### src/hdl/ue31_pkg.sv
// ue31_pkg: shared types and constants for the six-byte UTF-8 encoder.
// No dependencies; imported by the channel interfaces' users and all modules.

package ue31_pkg;

   typedef enum logic [1:0] {
      ST_OK        = 2'd0,
      ST_NEGATIVE  = 2'd1,
      ST_ABOVE_MAX = 2'd2,
      ST_SURROGATE = 2'd3
   } status_type;

   // One classified word in flight between front and back
   typedef struct packed {
      status_type  status;
      logic [2:0]  len;
      logic [30:0] cp;
   } job_type;

   localparam logic [30:0] MAX_CP_RESET = 31'h0010_FFFF;

   localparam logic [30:0] LIMIT_1 = 31'h0000_0080;
   localparam logic [30:0] LIMIT_2 = 31'h0000_0800;
   localparam logic [30:0] LIMIT_3 = 31'h0001_0000;
   localparam logic [30:0] LIMIT_4 = 31'h0020_0000;
   localparam logic [30:0] LIMIT_5 = 31'h0400_0000;

   localparam logic [30:0] SURR_LO = 31'h0000_D800;
   localparam logic [30:0] SURR_HI = 31'h0000_DFFF;

   localparam logic [7:0] LEAD_2    = 8'hC0;
   localparam logic [7:0] LEAD_3    = 8'hE0;
   localparam logic [7:0] LEAD_4    = 8'hF0;
   localparam logic [7:0] LEAD_5    = 8'hF8;
   localparam logic [7:0] LEAD_6    = 8'hFC;
   localparam logic [7:0] CONT_MARK = 8'h80;

endpackage

### src/hdl/ue31_if.sv
// ue31 channel interfaces: request (code point) and response (one byte) words.
// Valid/ready handshake; no dependencies.

interface ue31_req_if;
   logic               valid;
   logic               ready;
   logic signed [31:0] code_point;

   modport source (output valid, output code_point, input ready);
   modport sink   (input valid, input code_point, output ready);
endinterface

interface ue31_rsp_if;
   logic       valid;
   logic       ready;
   logic [7:0] out_byte;
   logic       last_byte;
   logic [1:0] status;

   modport source (output valid, output out_byte, output last_byte, output status,
                   input ready);
   modport sink   (input valid, input out_byte, input last_byte, input status,
                   output ready);
endinterface

### src/hdl/utf8_encoder_31bit.sv
// utf8_encoder_31bit: a request word is classified and queued in the cycle it is
// accepted; the back pops it from the queue into the output register, which holds
// its first response word. A code point of L bytes (1 to 6) gives L response words;
// an error gives one. Requests are taken every cycle while the queue has room.
// Reset (synchronous, active high) empties the queue and the output register and
// sets the maximum code point to 0x10FFFF.

module utf8_encoder_31bit import ue31_pkg::*; #(
   parameter int QUEUE_DEPTH = 4
) (
   input  logic        clock,
   input  logic        reset,
   input  logic        csr_wr_en,
   input  logic [30:0] csr_wr_data,
   ue31_req_if.sink    req_ch,
   ue31_rsp_if.source  rsp_ch
);

   logic    q_push;
   job_type q_push_data;
   logic    q_full;
   logic    q_pop;
   job_type q_pop_data;
   logic    q_empty;

   ue31_front u_front (
      .clock       (clock),
      .reset       (reset),
      .csr_wr_en   (csr_wr_en),
      .csr_wr_data (csr_wr_data),
      .req_ch      (req_ch),
      .q_push      (q_push),
      .q_push_data (q_push_data),
      .q_full      (q_full)
   );

   ue31_queue #(.DEPTH(QUEUE_DEPTH)) u_queue (
      .clock     (clock),
      .reset     (reset),
      .push      (q_push),
      .push_data (q_push_data),
      .full      (q_full),
      .pop       (q_pop),
      .pop_data  (q_pop_data),
      .empty     (q_empty)
   );

   ue31_back u_back (
      .clock      (clock),
      .reset      (reset),
      .q_pop      (q_pop),
      .q_pop_data (q_pop_data),
      .q_empty    (q_empty),
      .rsp_ch     (rsp_ch)
   );

endmodule

### src/hdl/ue31_front.sv
// ue31_front: holds the maximum code point register, accepts request words,
// checks and sizes them. Depends on ue31_pkg and ue31_req_if.

module ue31_front import ue31_pkg::*; (
   input  logic       clock,
   input  logic       reset,
   input  logic       csr_wr_en,
   input  logic [30:0] csr_wr_data,
   ue31_req_if.sink   req_ch,
   output logic       q_push,
   output job_type    q_push_data,
   input  logic       q_full
);

   logic [30:0] max_cp_ff;
   logic [30:0] cp_low;
   status_type  status;
   logic [2:0]  len;

   always_ff @(posedge clock) begin
      if (reset) begin
         max_cp_ff <= MAX_CP_RESET;
      end else if (csr_wr_en) begin
         max_cp_ff <= csr_wr_data;
      end
   end

   assign cp_low = req_ch.code_point[30:0];

   // Priority: sign, then maximum, then surrogate range
   always_comb begin
      if (req_ch.code_point[31]) begin
         status = ST_NEGATIVE;
      end else if (cp_low > max_cp_ff) begin
         status = ST_ABOVE_MAX;
      end else if (cp_low >= SURR_LO && cp_low <= SURR_HI) begin
         status = ST_SURROGATE;
      end else begin
         status = ST_OK;
      end
   end

   always_comb begin
      if (cp_low < LIMIT_1) begin
         len = 3'd1;
      end else if (cp_low < LIMIT_2) begin
         len = 3'd2;
      end else if (cp_low < LIMIT_3) begin
         len = 3'd3;
      end else if (cp_low < LIMIT_4) begin
         len = 3'd4;
      end else if (cp_low < LIMIT_5) begin
         len = 3'd5;
      end else begin
         len = 3'd6;
      end
   end

   assign req_ch.ready       = !q_full;
   assign q_push             = req_ch.valid && !q_full;
   assign q_push_data.status = status;
   assign q_push_data.len    = len;
   assign q_push_data.cp     = cp_low;

endmodule

### src/hdl/ue31_queue.sv
// ue31_queue: small FIFO of classified words between front and back.
// Depends on ue31_pkg.

module ue31_queue import ue31_pkg::*; #(
   parameter int DEPTH = 4
) (
   input  logic    clock,
   input  logic    reset,
   input  logic    push,
   input  job_type push_data,
   output logic    full,
   input  logic    pop,
   output job_type pop_data,
   output logic    empty
);

   localparam int PTR_W = (DEPTH > 1) ? $clog2(DEPTH) : 1;
   localparam int CNT_W = $clog2(DEPTH + 1);

   job_type            mem_ff [DEPTH];
   logic [PTR_W-1:0]   wr_ptr_ff, wr_ptr_in;
   logic [PTR_W-1:0]   rd_ptr_ff, rd_ptr_in;
   logic [CNT_W-1:0]   count_ff,  count_in;

   assign wr_ptr_in = (wr_ptr_ff == PTR_W'(DEPTH - 1)) ? '0 : wr_ptr_ff + 1'b1;
   assign rd_ptr_in = (rd_ptr_ff == PTR_W'(DEPTH - 1)) ? '0 : rd_ptr_ff + 1'b1;

   always_comb begin
      count_in = count_ff;
      if (push && !pop) begin
         count_in = count_ff + 1'b1;
      end else if (pop && !push) begin
         count_in = count_ff - 1'b1;
      end
   end

   always_ff @(posedge clock) begin
      if (reset) begin
         wr_ptr_ff <= '0;
         rd_ptr_ff <= '0;
         count_ff  <= '0;
      end else begin
         if (push) begin
            wr_ptr_ff <= wr_ptr_in;
         end
         if (pop) begin
            rd_ptr_ff <= rd_ptr_in;
         end
         count_ff <= count_in;
      end
   end

   always_ff @(posedge clock) begin
      if (push) begin
         mem_ff[wr_ptr_ff] <= push_data;
      end
   end

   assign pop_data = mem_ff[rd_ptr_ff];
   assign empty    = (count_ff == '0);
   assign full     = (count_ff == CNT_W'(DEPTH));

   a_count_bound: assert property (@(posedge clock) disable iff (reset)
      count_ff <= CNT_W'(DEPTH))
      else $error("queue count above depth");

   a_no_pop_empty: assert property (@(posedge clock) disable iff (reset)
      pop |-> !empty)
      else $error("pop from empty queue");

   a_no_push_full: assert property (@(posedge clock) disable iff (reset)
      push |-> !full)
      else $error("push into full queue");

endmodule

### src/hdl/ue31_back.sv
// ue31_back: pops classified words, emits the bytes via an output register,
// one response word per cycle unless stalled. Depends on ue31_pkg, ue31_rsp_if.

module ue31_back import ue31_pkg::*; (
   input  logic        clock,
   input  logic        reset,
   output logic        q_pop,
   input  job_type     q_pop_data,
   input  logic        q_empty,
   ue31_rsp_if.source  rsp_ch
);

   logic        rsp_valid_ff, rsp_valid_in;
   logic [7:0]  byte_ff,      byte_in;
   logic        last_ff,      last_in;
   status_type  status_ff,    status_in;
   logic        job_valid_ff, job_valid_in;
   logic [2:0]  rem_ff,       rem_in;
   logic [29:0] cp_ff,        cp_in;
   logic        advance;
   logic [5:0]  group;
   logic [7:0]  lead;

   assign advance = !rsp_valid_ff || rsp_ch.ready;
   assign q_pop   = advance && !job_valid_ff && !q_empty;

   // Next continuation group, most significant first
   always_comb begin
      case (rem_ff)
         3'd1:    group = cp_ff[5:0];
         3'd2:    group = cp_ff[11:6];
         3'd3:    group = cp_ff[17:12];
         3'd4:    group = cp_ff[23:18];
         3'd5:    group = cp_ff[29:24];
         default: group = '0;
      endcase
   end

   always_comb begin
      case (q_pop_data.len)
         3'd1:    lead = {1'b0, q_pop_data.cp[6:0]};
         3'd2:    lead = LEAD_2 | {3'b000, q_pop_data.cp[10:6]};
         3'd3:    lead = LEAD_3 | {4'b0000, q_pop_data.cp[15:12]};
         3'd4:    lead = LEAD_4 | {5'b00000, q_pop_data.cp[20:18]};
         3'd5:    lead = LEAD_5 | {6'b000000, q_pop_data.cp[25:24]};
         3'd6:    lead = LEAD_6 | {7'b0000000, q_pop_data.cp[30]};
         default: lead = '0;
      endcase
   end

   always_comb begin
      rsp_valid_in = rsp_valid_ff;
      byte_in      = byte_ff;
      last_in      = last_ff;
      status_in    = status_ff;
      job_valid_in = job_valid_ff;
      rem_in       = rem_ff;
      cp_in        = cp_ff;
      if (advance) begin
         if (job_valid_ff) begin
            rsp_valid_in = 1'b1;
            byte_in      = CONT_MARK | {2'b00, group};
            last_in      = (rem_ff == 3'd1);
            status_in    = ST_OK;
            rem_in       = rem_ff - 1'b1;
            job_valid_in = (rem_ff != 3'd1);
         end else if (!q_empty) begin
            rsp_valid_in = 1'b1;
            if (q_pop_data.status != ST_OK) begin
               // error word: single response, no bytes
               byte_in   = '0;
               last_in   = 1'b1;
               status_in = q_pop_data.status;
            end else begin
               byte_in      = lead;
               last_in      = (q_pop_data.len == 3'd1);
               status_in    = ST_OK;
               job_valid_in = (q_pop_data.len != 3'd1);
               rem_in       = q_pop_data.len - 1'b1;
               cp_in        = q_pop_data.cp[29:0];
            end
         end else begin
            rsp_valid_in = 1'b0;
         end
      end
   end

   always_ff @(posedge clock) begin
      if (reset) begin
         rsp_valid_ff <= 1'b0;
         job_valid_ff <= 1'b0;
      end else begin
         rsp_valid_ff <= rsp_valid_in;
         job_valid_ff <= job_valid_in;
      end
      byte_ff   <= byte_in;
      last_ff   <= last_in;
      status_ff <= status_in;
      rem_ff    <= rem_in;
      cp_ff     <= cp_in;
   end

   assign rsp_ch.valid     = rsp_valid_ff;
   assign rsp_ch.out_byte  = byte_ff;
   assign rsp_ch.last_byte = last_ff;
   assign rsp_ch.status    = status_ff;

   a_error_word: assert property (@(posedge clock) disable iff (reset)
      (rsp_valid_ff && status_ff != ST_OK) |-> (last_ff && byte_ff == 8'h00))
      else $error("error response carries a byte or is not last");

   a_rem_range: assert property (@(posedge clock) disable iff (reset)
      job_valid_ff |-> (rem_ff != 3'd0 && rem_ff <= 3'd5))
      else $error("continuation count out of range");

   a_job_implies_open: assert property (@(posedge clock) disable iff (reset)
      job_valid_ff |-> (rsp_valid_ff && !last_ff && status_ff == ST_OK))
      else $error("continuation pending after a closing response");

endmodule

### src/flat_wrapper.sv
// flat-port wrapper written by rule: the top's interface ports become plain ports
module utf8_encoder_31bit_flat import ue31_pkg::*;
#(
   parameter int QUEUE_DEPTH = 4
)
  (clock, reset, csr_wr_en, csr_wr_data, req_ch_valid, req_ch_code_point, req_ch_ready, rsp_ch_valid, rsp_ch_out_byte, rsp_ch_last_byte, rsp_ch_status, rsp_ch_ready);
  ue31_req_if req_ch_i ();
  ue31_rsp_if rsp_ch_i ();
  input  logic clock;
  input  logic reset;
  input  logic csr_wr_en;
  input  logic [30:0] csr_wr_data;
  input wire logic [$bits(req_ch_i.valid)-1:0] req_ch_valid;
  input wire logic [$bits(req_ch_i.code_point)-1:0] req_ch_code_point;
  output wire logic [$bits(req_ch_i.ready)-1:0] req_ch_ready;
  output wire logic [$bits(rsp_ch_i.valid)-1:0] rsp_ch_valid;
  output wire logic [$bits(rsp_ch_i.out_byte)-1:0] rsp_ch_out_byte;
  output wire logic [$bits(rsp_ch_i.last_byte)-1:0] rsp_ch_last_byte;
  output wire logic [$bits(rsp_ch_i.status)-1:0] rsp_ch_status;
  input wire logic [$bits(rsp_ch_i.ready)-1:0] rsp_ch_ready;
  assign req_ch_i.valid = req_ch_valid;
  assign req_ch_i.code_point = req_ch_code_point;
  assign req_ch_ready = req_ch_i.ready;
  assign rsp_ch_valid = rsp_ch_i.valid;
  assign rsp_ch_out_byte = rsp_ch_i.out_byte;
  assign rsp_ch_last_byte = rsp_ch_i.last_byte;
  assign rsp_ch_status = rsp_ch_i.status;
  assign rsp_ch_i.ready = rsp_ch_ready;
  utf8_encoder_31bit #(.QUEUE_DEPTH(QUEUE_DEPTH)) u_core (.clock(clock), .reset(reset), .csr_wr_en(csr_wr_en), .csr_wr_data(csr_wr_data), .req_ch(req_ch_i), .rsp_ch(rsp_ch_i));
endmodule
### config.mk
export PLATFORM = sky130hd
export DESIGN_NAME = utf8_encoder_31bit_flat
export DESIGN_NICKNAME = d
export VERILOG_FILES = /design/src/hdl/ue31_pkg.sv /design/src/hdl/ue31_if.sv /design/src/hdl/utf8_encoder_31bit.sv /design/src/hdl/ue31_front.sv /design/src/hdl/ue31_queue.sv /design/src/hdl/ue31_back.sv /design/src/flat_wrapper.sv
export SDC_FILE = /design/constraint.sdc
export NUM_CORES = 1
export LEC_CHECK = 0
export BUFFER_PORTS_ARGS = -buffer_cell sky130_fd_sc_hd__buf_4
export CAP_MARGIN = 20
export CORE_ASPECT_RATIO = 0.75
export CORE_MARGIN = 2
export CORE_UTILIZATION = 32
export CTS_CLUSTER_DIAMETER = 200
export CTS_CLUSTER_SIZE = 30
export DETAILED_ROUTE_END_ITERATION = 10
export MAX_ROUTING_LAYER = met4
export PLACE_DENSITY = 0.48
export SKIP_CTS_REPAIR_TIMING = 1
export SYNTH_ARGS = -nofsm -noshare
export SYNTH_HDL_FRONTEND = slang
export SYNTH_HIERARCHICAL = 1
export SYNTH_SLANG_ARGS = --single-unit
### constraint.sdc
create_clock -name clock -period 6.9 [get_ports clock]
set_input_delay 1.38 -clock clock [delete_from_list [all_inputs] [get_ports clock]]
set_output_delay 1.38 -clock clock [all_outputs]
set_load 0.02 [all_outputs]
# After elaboration in Yosys (flattened, before gate mapping)
# Memories as Yosys holds them, arrays and structs flattened. A register that Yosys moved wholly into a read port is not among the register bits.
# Index checks and enable logic that the tools add are counted.
# W data, S select, Z words.
dict set report op_classes {
  add_sub_neg 6
  eq_ne 18
  bitwise 3
  reduce_logical 19
  n_mux 34
  magnitude_cmp 8
}
# cell n
set op_table {}
lappend op_table {{$pmux W8 S6} 1}
lappend op_table {{$ge A31 B16 Y1 const B} 1}
lappend op_table {{$gt A31 B31 Y1} 1}
lappend op_table {{$le A31 B16 Y1 const B} 1}
lappend op_table {{$lt A31 B12 Y1 const B} 1}
lappend op_table {{$lt A31 B17 Y1 const B} 1}
lappend op_table {{$lt A31 B22 Y1 const B} 1}
lappend op_table {{$lt A31 B27 Y1 const B} 1}
lappend op_table {{$lt A31 B8 Y1 const B} 1}
lappend op_table {{$pmux W6 S5} 1}
lappend op_table {{$mux W3} 8}
lappend op_table {{$mux W2} 11}
lappend op_table {{$eq A3 B3 Y1 const B} 6}
lappend op_table {{$mux W8} 2}
lappend op_table {{$eq A3 B2 Y1 const B} 4}
lappend op_table {{$mux W1} 10}
lappend op_table {{$sub A3 B1 Y3 const B} 3}
lappend op_table {{$eq A3 B1 Y1 const B} 2}
lappend op_table {{$logic_and A1 B1 Y1} 6}
lappend op_table {{$logic_not A1 Y1} 6}
lappend op_table {{$mux W6} 1}
lappend op_table {{$ne A3 B1 Y1 const B} 2}
lappend op_table {{$add A2 B1 Y2 const B} 2}
lappend op_table {{$eq A2 B2 Y1 const B} 2}
lappend op_table {{other kinds (10)} 13}
dict set report word_totals {
  out_inout_bits 13
  in_bits 68
  regBits 84
  mem_bits_rw 144
  memories 1
}
# memory depth width rd rd_clocked_by_memory_dff wr line
set mem_list {}
lappend mem_list {u_core.u_queue.mem_ff 4 36 1 1 1 ue31_queue.sv:20} ;# job_type mem_ff [DEPTH];

# Longest topological paths before layout
dict set report depth {
  ltp_word 7
  depth_mapped 10
  ltp_nobuf 9
}

# Cells and area by module
# The synthesis kept the hierarchy.
# module n_inst area_each_um2 cells_each seq_area_each_um2
set modules_own_cells {}
lappend modules_own_cells {ue31_queue 1 5689.2 232 4504.3}
lappend modules_own_cells {ue31_front 1 2234.6 271 620.6}
lappend modules_own_cells {ue31_back 1 2168.3 159 1361.3}

# Worst setup path before layout
# Ideal clock, no wire load.
dict set report synth_path {
  path_kind {input to register}
  startpoint {input req_ch_code_point[22]}
  endpoint {memory u_core/u_queue/mem_ff[0][34] (netlist name), data pin}
  setup_slack_ps 3759
  path_stages 5
  setup_ps 201
  t_required_ps 6699
  n_path_buf 0
  arrival_time_ps 2940
  cell_sequence {or4_4 > or4_4 > nor3_4 > nand4_1 > o21ai_0}
}
# item line
set synth_rtl {}
lappend synth_rtl {{start: declaration} flat_wrapper.sv:14} ;# input wire logic [$bits(req_ch_i.code_point)-1:0] req_ch_code_point;
lappend synth_rtl {{end: declaration} ue31_queue.sv:20}

==> results.md <==
Timing:
- For the final routed database, the setup TNS stands at 0 ns.
- The final clock period utilization by the worst path is a little under half.
- The clock arrives with 0.0185 ns of skew.
- The achievable frequency is 0.313 GHz.
- Setup violations remaining at the end of the flow were counted as 0.
- Setup repair after global routing left no endpoint under its margin.
- The number of pins with negative max-slew slack in the final report was 0.
- The count of final hold-check violations came to 0.
- The worst path in the final design needs a cycle of 3.20 ns, including I/O delays and setup.
- On the final layout, the worst hold slack is 0.492 ns.
- The worst path meets setup with 3.70 ns of slack.
- Headroom to the max-slew limit came out at 47.7%.
- The pin slew with the least headroom to its limit is 0.785 ns.

Yosys:
- In the synthesized netlist the async set-or-reset flop fraction comes to 0%.
- The part of the Yosys area used for sequential elements is 64.3%.
- The number of enable flip-flop cells after synthesis is about 190.
- The number of storage elements in the synthesis netlist is between 200 and 250.
- After synthesis, the mean cell area works out to 15.2 um^2.
- The post-synth design cell area is 0.0101 mm^2.
- In the synthesized netlist the dominant register cell turns out to be sky130_fd_sc_hd__edfxtp_1.
- Synthesis produced a netlist whose cell count is 662.
- In this run, distinct cell masters in the synthesized netlist total 68.
- The number of nets in the synthesized netlist is between 700 and 800.
- The number of warnings issued by yosys is 6.

GRT:
- The number of antenna violations at the first check in global routing came to 1.
- The met1 layer usage reported by global route is approximately 20%.
- The maximum number of pins on one net before global-route repair is 48.
- Across every metal layer, demand over resource in global routing totals between 10% and 20%.
- The total congestion overflow after global routing is 0.
- The via count of the first global-routing pass is just under 6000.
- The first global-routing pass estimated roughly 34000 um of wire.
- The layer flagged by global routing as most heavily used is met2.
- For this run, global-route usage on met2 was measured as between 20% and 30%.
- For met3 alone, demand over resource in global routing was under 10%.

Final layout:
- Cells with a size suffix above 1 make up roughly a fifth of the layout.
- The net total in the final layout is approximately 830.
- Cells fill a little over a third of the core in the end.
- The final non-filler cell area is ~0.011 mm^2.
- The area growth from synthesis to layout is 10.7%.

Pwr:
- The power density relative to cell area is 333 mW/mm^2.
- Summed over all nets, the switching power comes to around 1.2 mW.
- Of the total power, registers draw 51.1%.
- The worst IR drop on VDD is 0.143 mV.
- Of the total power, the clock network draws 19.6%.
- The internal power component is ~2.5 mW.
- The switching fraction of total power is 31.9%.
- Per report_power, the combinational group accounts for 29.3% of the total.
- Summed over all cells, the static leakage comes to 4.01 nW.

Detailed routing:
- The routed layout has 5510 vias.
- In the final routed layout, each cell accounts on average for 19.9 um.
- The number of vias per cell after detailed routing is 4.92.
- In this run the remaining antenna-violating nets after routing total 0.
- The count of TritonRoute iterations in the first routing pass is 5.
- For this block, the routed nets add up to 22300 um of wire.
- The detailed router's first-iteration violation count is 466.
- In the routed design, unresolved DRC markers number 0.

Worst hold path:
- The path class of the tightest hold or removal check is reg2reg.
- The startpoint identified for the worst hold timing path is u_core/u_front/max_cp_ff[15]$_SDFFE_PP1P_.

Clocking:
- In this run the number of H-tree levels came out at 1.
- TritonCTS built the clock tree.
- At the later pin of the worst-skew pair, clock insertion delay measures 0.48 ns.
- The number of sinks driven by the clock tree is 230.
- The number of buffers added by the clock tree synthesis step is 11.
- No sink is reached through more buffers than the 3 on the longest clock path.
- Clock-pin slew was measured on the worst setup and hold paths at 0.11 ns.
- The cell at the root of the clock tree is sky130_fd_sc_hd__clkbuf_16.

Run status:
- The flow ran to the end, and the final reports show no timing, DRC or antenna violations.

Worst setup path:
- The source of the critical timing path is req_ch_code_point[29].
- Data on the critical path arrives at its endpoint at between 3 and 4 ns.
- For flop-to-flop paths, the worst setup slack is 3.87 ns.
- The number of cells on the worst reg-to-reg path is 5.
- The category of the most critical setup path is in2reg.
- The endpoint identified for the worst register-to-register timing path is u_core/u_back/rsp_ch.out_byte[1]$_DFFE_PP_.
- For the worst setup path, the data required time is 7.09 ns.
- Of all nets on the critical path, the largest fanout is 6.
- The startpoint type of the worst setup path is an input port.
- The capture point of the worst path is u_core/u_queue/mem_ff[0][34]$_DFFE_PP_.
- The endpoint type of the worst setup path is a register.

Placed design:
- Detailed placement ended at an HPWL of 15100 um.
- Timing analysis after detailed placement gives a worst setup slack of around 3.2 ns.
- Summing all placed instances gives a cell area of 0.0109 mm^2.
- The count of buffers added on input and output ports is 80.
- The routability congestion estimate from global placement is 0.866.

Die:
- The region available for standard cell placement spans 0.0312 mm^2.
- During I/O placement, the number of pins put on the boundary was 81.
- Measured along the x axis, the die boundary spans ~210 um.
- From bottom edge to top edge, the die measures 158 um.
- The die area is 0.0330 mm^2.
- After floorplanning, the core was divided into 56 placement rows.
- The starting density of the core is between 30% and 40%.

Run:
- The number of max-cap violations is 0.
cell usage after synthesis (2+ instances only):
master,n,area (um^2)
sky130_fd_sc_hd__and2_1,5,31.3
sky130_fd_sc_hd__ha_1,47,588
sky130_fd_sc_hd__o21a_1,2,15.0
sky130_fd_sc_hd__clkbuf_1,7,26.3
sky130_fd_sc_hd__a22oi_1,8,60.1
sky130_fd_sc_hd__or3_1,3,18.8
sky130_fd_sc_hd__inv_1,44,165
sky130_fd_sc_hd__nand2b_1,2,12.5
sky130_fd_sc_hd__buf_4,31,233
sky130_fd_sc_hd__a22o_1,4,35.0
sky130_fd_sc_hd__nor3_1,4,20.0
sky130_fd_sc_hd__xor2_1,3,26.3
sky130_fd_sc_hd__nand4_1,8,50.1
sky130_fd_sc_hd__nor2b_1,7,43.8
sky130_fd_sc_hd__mux4_1,6,158
sky130_fd_sc_hd__a221oi_1,4,35.0
sky130_fd_sc_hd__mux2i_1,25,250
sky130_fd_sc_hd__o21ai_1,2,10.0
sky130_fd_sc_hd__nor2_1,33,124
sky130_fd_sc_hd__nand3_1,9,45.0
sky130_fd_sc_hd__nand2_1,35,131
sky130_fd_sc_hd__a222oi_1,4,40.0
sky130_fd_sc_hd__buf_6,2,22.5
sky130_fd_sc_hd__nor4_1,3,18.8
sky130_fd_sc_hd__o21ai_0,11,55.1
sky130_fd_sc_hd__a21o_1,2,15.0
sky130_fd_sc_hd__a21oi_2,2,17.5
sky130_fd_sc_hd__mux4_2,30,676
sky130_fd_sc_hd__a21oi_1,23,115
sky130_fd_sc_hd__o221ai_1,4,35.0
sky130_fd_sc_hd__nor3b_1,2,15.0
sky130_fd_sc_hd__or4_4,2,22.5
sky130_fd_sc_hd__buf_2,7,35.0
sky130_fd_sc_hd__edfxtp_1,188,5650
sky130_fd_sc_hd__o211ai_1,17,128
sky130_fd_sc_hd__buf_12,3,60.1
sky130_fd_sc_hd__dfxtp_1,42,841
worst max-delay path, cell delays in order:
cell and delay (ns):
sky130_fd_sc_hd__buf_4 0.13, sky130_fd_sc_hd__ha_1 0.31, sky130_fd_sc_hd__nand4_1 0.16, sky130_fd_sc_hd__nor4_1 0.51, sky130_fd_sc_hd__nand4_1 0.22, sky130_fd_sc_hd__a221oi_1 0.41, sky130_fd_sc_hd__o21ai_0 0.27
per-stage QoR:
step	power, mW	std cells
2_1_floorplan	2.68	662
3_3_place_gp	3.01	1101
3_5_place_dp	3.04	1101
4_1_cts	3.76	1118
5_1_grt	3.93	1119
6_report	3.72	1120
area by class of cell:
type | count | area [um^2]
clock buffer | 16 | 294
antenna | 1 | 2.50
tap | 406 | 508
inverter | 46 | 173
multi-input combinational | 333 | 3040
sequential | 230 | 6490
clock inverter | 1 | 11.3
timing repair buffer | 87 | 653
fill | 2944 | 20000
state kept, by name, indices dropped and copies added (netlist names), named ones only:
register                        flops
u_core/u_back/rsp_ch.status         2
u_core/u_back/job_valid_ff          1
u_core/u_back/rsp_ch.last_byte      1
u_core/u_front/max_cp_ff           31
u_core/u_queue/mem_ff             144
u_core/u_queue/wr_ptr_ff            2
u_core/u_queue/rd_ptr_ff            2
u_core/u_back/rsp_ch.valid          1
u_core/u_back/cp_ff                30
u_core/u_back/rem_ff                3
u_core/u_queue/count_ff             3
u_core/u_back/rsp_ch.out_byte       8
per-layer routing:
metal | vias to the layer above | part of all wire, %
met3 | 16 | 3.8
li1 | 2577 | -
met2 | 134 | 45
met1 | 2783 | 50
met5 | - | 0
met4 | 0 | 1.7
cells by family (layout without fill, tap and decap cells):
logic type,count (synthesis),after routing,synth area share [%]
buffers and inverters,99,150,5.65
other,0,1,0
AND/OR/NAND/NOR,126,126,6.39
adder cells (fa/ha/maj),48,48,6.03
multiplexers,62,62,10.8
XOR/XNOR,4,4,0.347
AO/OA/AOI/OAI,93,93,6.47
flip-flops,230,230,64.3
worst min-delay path by stage:
stage | to | slack, ns | cells past startpoint
after CTS | u_core/u_front/max_cp_ff[15]$_SDFFE_PP1P_ | 0.50 | 2
after global routing | u_core/u_front/max_cp_ff[3]$_SDFFE_PP1P_ | 0.54 | 2
after detailed placement | u_core/u_front/max_cp_ff[15]$_SDFFE_PP1P_ | 0.48 | 2
after floorplan | u_core/u_front/max_cp_ff[0]$_SDFFE_PP1P_ | 0.45 | 2
final | u_core/u_front/max_cp_ff[15]$_SDFFE_PP1P_ | 0.49 | 2
after global placement | u_core/u_front/max_cp_ff[15]$_SDFFE_PP1P_ | 0.48 | 2
cell usage in the layout, fill, tap and decap left out, types with 6 or more instances in the layout:
cell	count
sky130_fd_sc_hd__o211ai_1	17
sky130_fd_sc_hd__buf_4	87
sky130_fd_sc_hd__nand2_1	35
sky130_fd_sc_hd__a21oi_1	23
sky130_fd_sc_hd__ha_1	47
sky130_fd_sc_hd__mux4_2	30
sky130_fd_sc_hd__nor2_1	33
sky130_fd_sc_hd__dfxtp_1	41
sky130_fd_sc_hd__mux2i_1	25
sky130_fd_sc_hd__a22oi_1	8
sky130_fd_sc_hd__clkbuf_16	11
sky130_fd_sc_hd__nor2b_1	7
sky130_fd_sc_hd__o21ai_0	11
sky130_fd_sc_hd__inv_1	44
sky130_fd_sc_hd__nand4_1	8
sky130_fd_sc_hd__mux4_1	6
sky130_fd_sc_hd__edfxtp_1	188
sky130_fd_sc_hd__nand3_1	9
power by group through the flow:
stage	logic, mW	registers, mW	clock network [mW]
global placement	1.08	1.94	0
global route	1.20	1.93	0.801
floorplan	0.779	1.90	0
CTS	1.10	1.91	0.756
detailed placement	1.09	1.94	0
finish	1.09	1.90	0.730
Note: power is estimated with default switching activity, not from simulation.
